===== config.mk =====
export PLATFORM = sky130hd
export DESIGN_NAME = scalar_kalman_filter_flat
export DESIGN_NICKNAME = d
export VERILOG_FILES = /design/src/design/skf_pkg.sv /design/src/design/skf_if.sv /design/src/design/scalar_kalman_filter.sv /design/src/flat_wrapper.sv
export SDC_FILE = /design/constraint.sdc
export NUM_CORES = 2
export LEC_CHECK = 0
export BUFFER_PORTS_ARGS = -buffer_cell sky130_fd_sc_hd__buf_2
export CAP_MARGIN = 30
export CORE_ASPECT_RATIO = 1.4
export CORE_UTILIZATION = 40
export DETAILED_ROUTE_END_ITERATION = 6
export GPL_ROUTABILITY_DRIVEN = 1
export SLEW_MARGIN = 20
export SYNTH_ARGS = -nofsm -noshare
export SYNTH_HDL_FRONTEND = slang
export SYNTH_SLANG_ARGS = --single-unit

===== constraint.sdc =====
create_clock -name clk -period 10.85 [get_ports clk]
set_clock_uncertainty 0.15 [all_clocks]
set_input_delay 1.6275 -clock clk [delete_from_list [all_inputs] [get_ports clk]]
set_output_delay 1.6275 -clock clk [all_outputs]
set_load 0.01 [all_outputs]

===== src/design/skf_pkg.sv =====
// Shared types, widths, register indexes and reset values for the scalar Kalman filter.
package skf_pkg;

  localparam int DATA_W   = 32;
  localparam int GAIN_W   = 17;
  localparam int GAIN_FRAC = 16;
  localparam int CFG_IDX_W = 3;
  localparam int DIV_STEPS = GAIN_W;
  localparam int CNT_W     = $clog2(DIV_STEPS);
  localparam int PROD_W    = DATA_W + 1 + GAIN_W;

  localparam logic [GAIN_W-1:0] GAIN_ONE = GAIN_W'(1) << GAIN_FRAC;

  // Configuration register indexes.
  localparam logic [CFG_IDX_W-1:0] REG_OBS_VARIANCE   = CFG_IDX_W'(0);
  localparam logic [CFG_IDX_W-1:0] REG_PROC_VARIANCE  = CFG_IDX_W'(1);
  localparam logic [CFG_IDX_W-1:0] REG_INIT_ESTIMATE  = CFG_IDX_W'(2);
  localparam logic [CFG_IDX_W-1:0] REG_INIT_ERROR_VAR = CFG_IDX_W'(3);

  // Reset values of the configuration registers.
  localparam logic [DATA_W-1:0] RST_OBS_VARIANCE   = 32'd65536;
  localparam logic [DATA_W-1:0] RST_PROC_VARIANCE  = 32'd655;
  localparam logic [DATA_W-1:0] RST_INIT_ESTIMATE  = 32'd0;
  localparam logic [DATA_W-1:0] RST_INIT_ERROR_VAR = 32'd65536;

  typedef enum logic [2:0] {
    ST_IDLE,
    ST_PRIOR,
    ST_SETUP,
    ST_DIV,
    ST_MUL_EST,
    ST_MUL_VAR,
    ST_FINISH
  } skf_state_t;

endpackage


===== src/design/skf_if.sv =====
// Valid/ready channel interfaces for observations and filter results.
interface skf_obs_if import skf_pkg::*; ();
  logic                     valid;
  logic                     ready;
  logic signed [DATA_W-1:0] observation;
  logic                     restart;

  modport source (output valid, output observation, output restart, input ready);
  modport sink   (input valid, input observation, input restart, output ready);
endinterface

interface skf_res_if import skf_pkg::*; ();
  logic                     valid;
  logic                     ready;
  logic signed [DATA_W-1:0] estimate;
  logic [GAIN_W-1:0]        gain;
  logic [DATA_W-1:0]        error_variance;

  modport source (output valid, output estimate, output gain, output error_variance,
                  input ready);
  modport sink   (input valid, input estimate, input gain, input error_variance,
                  output ready);
endinterface


===== src/design/scalar_kalman_filter.sv =====
// Scalar Kalman filter: one predict/update step per observation on a shared divider and multiplier.
//
// Each observation transaction runs one predict/update step of a one-dimensional
// constant-state Kalman filter. The process variance Q is added to the error
// variance (saturating), the gain K = P/(P+R) is formed as an unsigned Q1.16
// value rounded toward zero, the estimate moves by K times the innovation, and
// the variance is scaled by (1-K). A set restart bit reloads the estimate and
// variance from the init registers before the step. The observation is captured
// in the cycle in which it is accepted; then come, in order, the setup states
// (prior variance and innovation, then the divisor), the restoring divider that
// produces one gain bit per cycle, the correction and then the new variance on
// the single 33x17 multiplier, and the commit to the result register, which
// waits while that register holds a result that is not being taken. The input
// is not ready while a step is in progress; the result sits in an output
// register, so the next observation is taken as soon as the result has been
// loaded there, even if it has not yet been consumed. Configuration writes
// must only happen while the filter is idle; new R and Q take effect on the
// next step, new initial values only on a restart.
module scalar_kalman_filter import skf_pkg::*; (
  input  logic                 clk,
  input  logic                 rst,
  input  logic                 cfg_we,
  input  logic [CFG_IDX_W-1:0] cfg_index,
  input  logic [DATA_W-1:0]    cfg_data,
  skf_obs_if.sink              obs,
  skf_res_if.source            res
);

  // Configuration registers.
  logic [DATA_W-1:0] obs_variance;
  logic [DATA_W-1:0] proc_variance;
  logic [DATA_W-1:0] init_estimate;
  logic [DATA_W-1:0] init_error_var;

  // Filter state.
  logic [DATA_W-1:0] est_reg;
  logic [DATA_W-1:0] var_reg;

  // Sequencer.
  skf_state_t        state;
  skf_state_t        state_next;
  logic [CNT_W-1:0]  cnt;

  // Working registers of one step.
  logic [DATA_W-1:0] obs_r;
  logic [DATA_W-1:0] pm;
  logic [DATA_W:0]   diff;
  logic [DATA_W:0]   denom;
  logic [DATA_W:0]   mag;
  logic              neg;
  logic [DATA_W:0]   rem;
  logic [GAIN_W-1:0] nbits;
  logic [GAIN_W-1:0] quo;
  logic [GAIN_W-1:0] k;
  logic [PROD_W-1:0] prod;
  logic [DATA_W-1:0] est_new;

  // Result register.
  logic              res_valid;
  logic [DATA_W-1:0] res_est;
  logic [GAIN_W-1:0] res_gain;
  logic [DATA_W-1:0] res_var;

  // Combinational helpers.
  logic              accept;
  logic              res_free;
  logic              do_commit;
  logic [DATA_W:0]   pm_sum;
  logic [DATA_W+1:0] trial;
  logic              ge;
  logic [DATA_W+1:0] trial_sub;
  logic [DATA_W:0]   mul_a;
  logic [GAIN_W-1:0] mul_b;
  logic [DATA_W:0]   corr;
  logic [DATA_W+1:0] est_sum;

  assign accept    = obs.valid && obs.ready;
  assign res_free  = !res_valid || res.ready;

  assign pm_sum    = {1'b0, var_reg} + {1'b0, proc_variance};
  assign trial     = {rem, nbits[GAIN_W-1]};
  assign ge        = trial >= {1'b0, denom};
  assign trial_sub = trial - {1'b0, denom};

  // The correction is the magnitude times the gain with the fraction dropped;
  // it never exceeds the innovation magnitude, so 33 bits hold it.
  assign corr    = prod[GAIN_FRAC +: DATA_W+1];
  assign est_sum = neg ? ({{2{est_reg[DATA_W-1]}}, est_reg} - {1'b0, corr})
                       : ({{2{est_reg[DATA_W-1]}}, est_reg} + {1'b0, corr});

  // Sequencer: next state, input ready, commit and the operand select of the shared multiplier.
  always_comb begin
    state_next = state;
    do_commit  = 1'b0;
    mul_a      = mag;
    mul_b      = k;
    obs.ready  = 1'b0;
    unique case (state)
      ST_IDLE: begin
        obs.ready = 1'b1;
        if (obs.valid) begin
          state_next = ST_PRIOR;
        end
      end
      ST_PRIOR:   state_next = ST_SETUP;
      ST_SETUP:   state_next = ST_DIV;
      ST_DIV: begin
        if (cnt == CNT_W'(DIV_STEPS - 1)) begin
          state_next = ST_MUL_EST;
        end
      end
      ST_MUL_EST: state_next = ST_MUL_VAR;
      ST_MUL_VAR: begin
        mul_a      = {1'b0, pm};
        mul_b      = GAIN_ONE - k;
        state_next = ST_FINISH;
      end
      ST_FINISH: begin
        if (res_free) begin
          do_commit  = 1'b1;
          state_next = ST_IDLE;
        end
      end
      default:    state_next = ST_IDLE;
    endcase
  end

  always_ff @(posedge clk) begin
    if (rst) begin
      state <= ST_IDLE;
    end else begin
      state <= state_next;
    end
  end

  // Configuration writes; unknown indexes are ignored.
  always_ff @(posedge clk) begin
    if (rst) begin
      obs_variance   <= RST_OBS_VARIANCE;
      proc_variance  <= RST_PROC_VARIANCE;
      init_estimate  <= RST_INIT_ESTIMATE;
      init_error_var <= RST_INIT_ERROR_VAR;
    end else if (cfg_we) begin
      unique case (cfg_index)
        REG_OBS_VARIANCE:   obs_variance   <= cfg_data;
        REG_PROC_VARIANCE:  proc_variance  <= cfg_data;
        REG_INIT_ESTIMATE:  init_estimate  <= cfg_data;
        REG_INIT_ERROR_VAR: init_error_var <= cfg_data;
        default: ;
      endcase
    end
  end

  // Filter state: reloaded on reset or on a restart observation, and updated
  // when a finished step is committed to the result register.
  always_ff @(posedge clk) begin
    if (rst) begin
      est_reg <= RST_INIT_ESTIMATE;
      var_reg <= RST_INIT_ERROR_VAR;
    end else if (accept && obs.restart) begin
      est_reg <= init_estimate;
      var_reg <= init_error_var;
    end else if (do_commit) begin
      est_reg <= est_new;
      var_reg <= prod[GAIN_FRAC +: DATA_W];
    end
  end

  // Datapath of one step.
  always_ff @(posedge clk) begin
    case (state)
      ST_IDLE: begin
        obs_r <= obs.observation;
      end
      ST_PRIOR: begin
        // Prior variance saturates; the innovation is formed at 33 bits.
        pm   <= pm_sum[DATA_W] ? '1 : pm_sum[DATA_W-1:0];
        diff <= {obs_r[DATA_W-1], obs_r} - {est_reg[DATA_W-1], est_reg};
      end
      ST_SETUP: begin
        denom <= {1'b0, pm} + {1'b0, obs_variance};
        neg   <= diff[DATA_W];
        mag   <= diff[DATA_W] ? (~diff + 1'b1) : diff;
        // The dividend is pm shifted up by the gain fraction; its upper part
        // seeds the remainder and the last 17 bits are shifted in one a cycle.
        rem   <= {1'b0, pm} >> 1;
        nbits <= {pm[0], {(GAIN_W-1){1'b0}}};
        quo   <= '0;
        cnt   <= '0;
      end
      ST_DIV: begin
        rem   <= ge ? trial_sub[DATA_W:0] : trial[DATA_W:0];
        quo   <= {quo[GAIN_W-2:0], ge};
        nbits <= nbits << 1;
        cnt   <= cnt + 1'b1;
        if (cnt == CNT_W'(DIV_STEPS - 1)) begin
          // A zero denominator means both variances are zero: no gain.
          k <= (denom == '0) ? '0 : {quo[GAIN_W-2:0], ge};
        end
      end
      ST_MUL_EST: begin
        prod <= mul_a * mul_b;
      end
      ST_MUL_VAR: begin
        est_new <= est_sum[DATA_W-1:0];
        prod    <= mul_a * mul_b;
      end
      default: ;
    endcase
  end

  // Result register: loaded on commit, cleared when taken.
  always_ff @(posedge clk) begin
    if (rst) begin
      res_valid <= 1'b0;
    end else if (do_commit) begin
      res_valid <= 1'b1;
    end else if (res.ready) begin
      res_valid <= 1'b0;
    end
  end

  always_ff @(posedge clk) begin
    if (do_commit) begin
      res_est  <= est_new;
      res_gain <= k;
      res_var  <= prod[GAIN_FRAC +: DATA_W];
    end
  end

  assign res.valid          = res_valid;
  assign res.estimate       = res_est;
  assign res.gain           = res_gain;
  assign res.error_variance = res_var;

endmodule


===== src/flat_wrapper.sv =====
// flat-port wrapper written by rule: the top's interface ports become plain ports
module scalar_kalman_filter_flat import skf_pkg::*;
  (clk, rst, cfg_we, cfg_index, cfg_data, obs_valid, obs_observation, obs_restart, obs_ready, res_valid, res_estimate, res_gain, res_error_variance, res_ready);
  skf_obs_if obs_i ();
  skf_res_if res_i ();
  input  logic clk;
  input  logic rst;
  input  logic cfg_we;
  input  logic [CFG_IDX_W-1:0] cfg_index;
  input  logic [DATA_W-1:0] cfg_data;
  input wire logic [$bits(obs_i.valid)-1:0] obs_valid;
  input wire logic [$bits(obs_i.observation)-1:0] obs_observation;
  input wire logic [$bits(obs_i.restart)-1:0] obs_restart;
  output wire logic [$bits(obs_i.ready)-1:0] obs_ready;
  output wire logic [$bits(res_i.valid)-1:0] res_valid;
  output wire logic [$bits(res_i.estimate)-1:0] res_estimate;
  output wire logic [$bits(res_i.gain)-1:0] res_gain;
  output wire logic [$bits(res_i.error_variance)-1:0] res_error_variance;
  input wire logic [$bits(res_i.ready)-1:0] res_ready;
  assign obs_i.valid = obs_valid;
  assign obs_i.observation = obs_observation;
  assign obs_i.restart = obs_restart;
  assign obs_ready = obs_i.ready;
  assign res_valid = res_i.valid;
  assign res_estimate = res_i.estimate;
  assign res_gain = res_i.gain;
  assign res_error_variance = res_i.error_variance;
  assign res_i.ready = res_ready;
  scalar_kalman_filter u_core (.clk(clk), .rst(rst), .cfg_we(cfg_we), .cfg_index(cfg_index), .cfg_data(cfg_data), .obs(obs_i), .res(res_i));
endmodule

==> flow_summary_export.csv <==
group,metric,value,unit
outcome,outcome,"completed",
floorplan,die_height,405,um
setup_path,cpMaxStageDelayCell,"dfxtp_1",
power,max-vdd-ir-drop,0.266,mV
layout,antennaDiodeCount,0,
layout,final_layout_size_suffix_gt1_frac,0.0790,
cts,cts_setup_buffers,0,
power,pwr-share-comb,0.544,
logic_synthesis,synth_edf_count,381,
power,p_leak,22.7,nW
grt,globalRouteTotalUtil,0.246,
routing,drt-pass1-iter-count,7,
logic_synthesis,syn_area,0.0465,sq mm
cts,cts_inserted_buffers,60,
floorplan,die_area,0.118,sq mm
setup_path,end_kind,"register",
floorplan,num_rows,147,
cts,clock-sinks,577,
layout,final_net_count,5837,
timing,final_max_slew_viol_count,0,
power,internal_power,6.69,mW
power,p_per_area,223,mW/mm^2
placement,io_buffers,155,
logic_synthesis,synth_fp_nets,5731,
grt,grt_pass1_vias,36094,
setup_path,path_buf_inv,5,
timing,rsz0062_at_grt,"no",
power,p_sw_frac,0.416,
routing,drc,0,
timing,period_needed,9620,ps
routing,viasPerCell,5.31,
placement,hpwl,113000,um
timing,worstMarginPinSlew,1150,ps
setup_path,cp_top_family,"adder cells",
timing,timing.fmax,0.104,GHz
timing,report.final.setup_viol,0,
cts,cts.clk_slew.worst_paths,70,ps
power,seqPwrFrac,0.251,
logic_synthesis,post_synth_num_cell_types,82,
job,cap_violations,0,
setup_path,cp_max_fo,31,
hold_path,hold_path.class,"reg2reg",
cts,cts_buffer_depth,3,
layout,nFillCells,11006,
cts,ctsHoldBuffers,0,
grt,grtUsageMet1,0.283,
layout,area_growth,10.7,%
placement,gp_congestion,0.967,
setup_path,critPathKind,"reg2reg",
logic_synthesis,async_reset_ff_frac,0,
grt,met3_usage,0.0267,
floorplan,core,0.115,sq mm
routing,drt-initial-drc-count,2407,
grt,grt_busiest_layer,"met2",
setup_path,crit_required,11100,ps
logic_synthesis,ys_seq_elements,577,
floorplan,pin_count,156,
cts,h-tree-depth,2,
routing,drt-total-wl,144000,um
routing,vias,34870,
setup_path,critPathArrivalTime,9860,ps
timing,fin_crit_sh,0.886,
setup_path,timing.critical_path.mode_cell,"fa_1",
layout,stdcell_count,6564,
routing,ant_nets,0,
grt,grt_start_max_net_pins,126,
floorplan,die_x,290,um
layout,mostFrequentLayoutCells,"894 x nand2_1, 710 x inv_1, 466 x fa_1",
logic_synthesis,syn_avg_cell_area,9.45,sq um
cts,root_buffer,"clkbuf_16",
grt,use_met2,0.445,
grt,grt-ovfl-total,0,
timing,relSlewSlack,0.230,
logic_synthesis,synthCells,4916,
logic_synthesis,yosysSeqAreaShare,0.331,
setup_path,slowest_delay,810,ps
logic_synthesis,yosys_warnings,0,
grt,grt_pass1_wl,218000,um
timing,hold_viol,0,
logic_synthesis,ys.flop_type,"edfxtp_1",
power,pwr-share-clk,0.205,
setup_path,crit_path_start_kind,"register",
grt,antenna_found_initial,2,
cts,tritoncts,"done",
layout,final_common_cell,"nand2_1",
power,p_sw,4.76,mW
floorplan,initial_core_util,0.404,
cts,ctsResizeCount,0,
cts,clock_latency,710,ps
placement,dp_cells,6449,
timing,finalSetupTns,0,ps
routing,routedWlPerCell,21.9,um
-- per-layer routing --
metal,up-vias,wire (um)
met5,-,0
met4,0,8950
met3,346,6840
met2,1105,72700
met1,17163,55100
li1,16256,-
-- tightest hold or removal path, stage by stage, from the launching register on --
cell and delay (ps):
dfxtp_1 310, nand2_1 50, a21oi_1 50
-- power by group through the flow --
stage / Sequential [mW] / Combinational, mW / Clock (mW)
4_1_cts: 2.88 / 6.30 / 2.40
2_1_floorplan: 2.87 / 4.57 / 0
6_report: 2.88 / 6.23 / 2.35
3_3_place_gp: 2.92 / 6.16 / 0
5_1_grt: 2.88 / 7.05 / 2.47
3_5_place_dp: 2.92 / 6.21 / 0
-- layout make-up --
| cell class | instances | area, sq um | share of cell area |
|---|---|---|---|
| repair buffers | 227 | 1360 | 0.0265 |
| flip-flops and latches | 577 | 15400 | 0.299 |
| multi-input cells | 3444 | 27900 | 0.543 |
| clock inverters | 42 | 604 | 0.0117 |
| well taps | 1490 | 1860 | 0.0362 |
| clock buffers | 72 | 1670 | 0.0325 |
| inverters | 712 | 2680 | 0.0520 |
-- per-stage QoR --
step / hold WS (ps) / total power [mW] / setup slack, ps / cell area (sq um) / util
2_1_floorplan: 274 / 7.44 / 631 / 46500 / -
3_3_place_gp: 292 / 9.08 / 1480 / 49100 / 0.427
3_5_place_dp: 297 / 9.13 / 1310 / 49200 / 0.428
4_1_cts: 306 / 11.6 / 1240 / 51500 / 0.448
5_1_grt: 318 / 12.4 / 617 / 51500 / 0.448
6_report: 304 / 11.5 / 1230 / 51500 / 0.448
-- cell usage after synthesis (all sizes together), types with 13 or more instances --
| cell | number | share of area |
|---|---|---|
| and3 | 39 | 0.0052 |
| o21bai | 19 | 0.0031 |
| inv | 711 | 0.057 |
| buf | 18 | 0.0020 |
| and2 | 33 | 0.0044 |
| nand3 | 44 | 0.0047 |
| nor2b | 52 | 0.0072 |
| a31oi | 18 | 0.0032 |
| nor4 | 21 | 0.0028 |
| clkbuf | 165 | 0.013 |
| nand4 | 21 | 0.0028 |
| fa | 466 | 0.20 |
| o21ai | 141 | 0.016 |
| nand2 | 897 | 0.072 |
| xnor2 | 183 | 0.034 |
| edfxtp | 381 | 0.25 |
| ha | 276 | 0.074 |
| o21a | 34 | 0.0055 |
| a21o | 86 | 0.014 |
| xor2 | 71 | 0.013 |
| a211oi | 75 | 0.012 |
| nor3 | 49 | 0.0054 |
| a21oi | 292 | 0.032 |
| dfxtp | 196 | 0.084 |
| nor2 | 341 | 0.028 |
| mux2i | 119 | 0.026 |
| nand2b | 33 | 0.0044 |
| or3 | 13 | 0.0017 |
-- cells by family after synthesis --
group                    synth area share
flip-flops                          0.331
multiplexers                       0.0259
XOR/XNOR                           0.0479
AO/OA/AOI/OAI                       0.104
buffers and inverters              0.0728
adder cells (fa/ha/maj)             0.275
AND/OR/NAND/NOR                     0.144
-- final timing paths --
check,end,cells after the start,slack [ps],start
min,u_core.init_error_var[17],2,300,u_core.init_error_var[17]
max,u_core.prod[46],27,1230,u_core.state[0]
min reg2reg,u_core.init_error_var[17],2,300,u_core.init_error_var[17]
max reg2reg,u_core.prod[46],27,1230,u_core.state[0]
(Power assumes the default switching activity.)
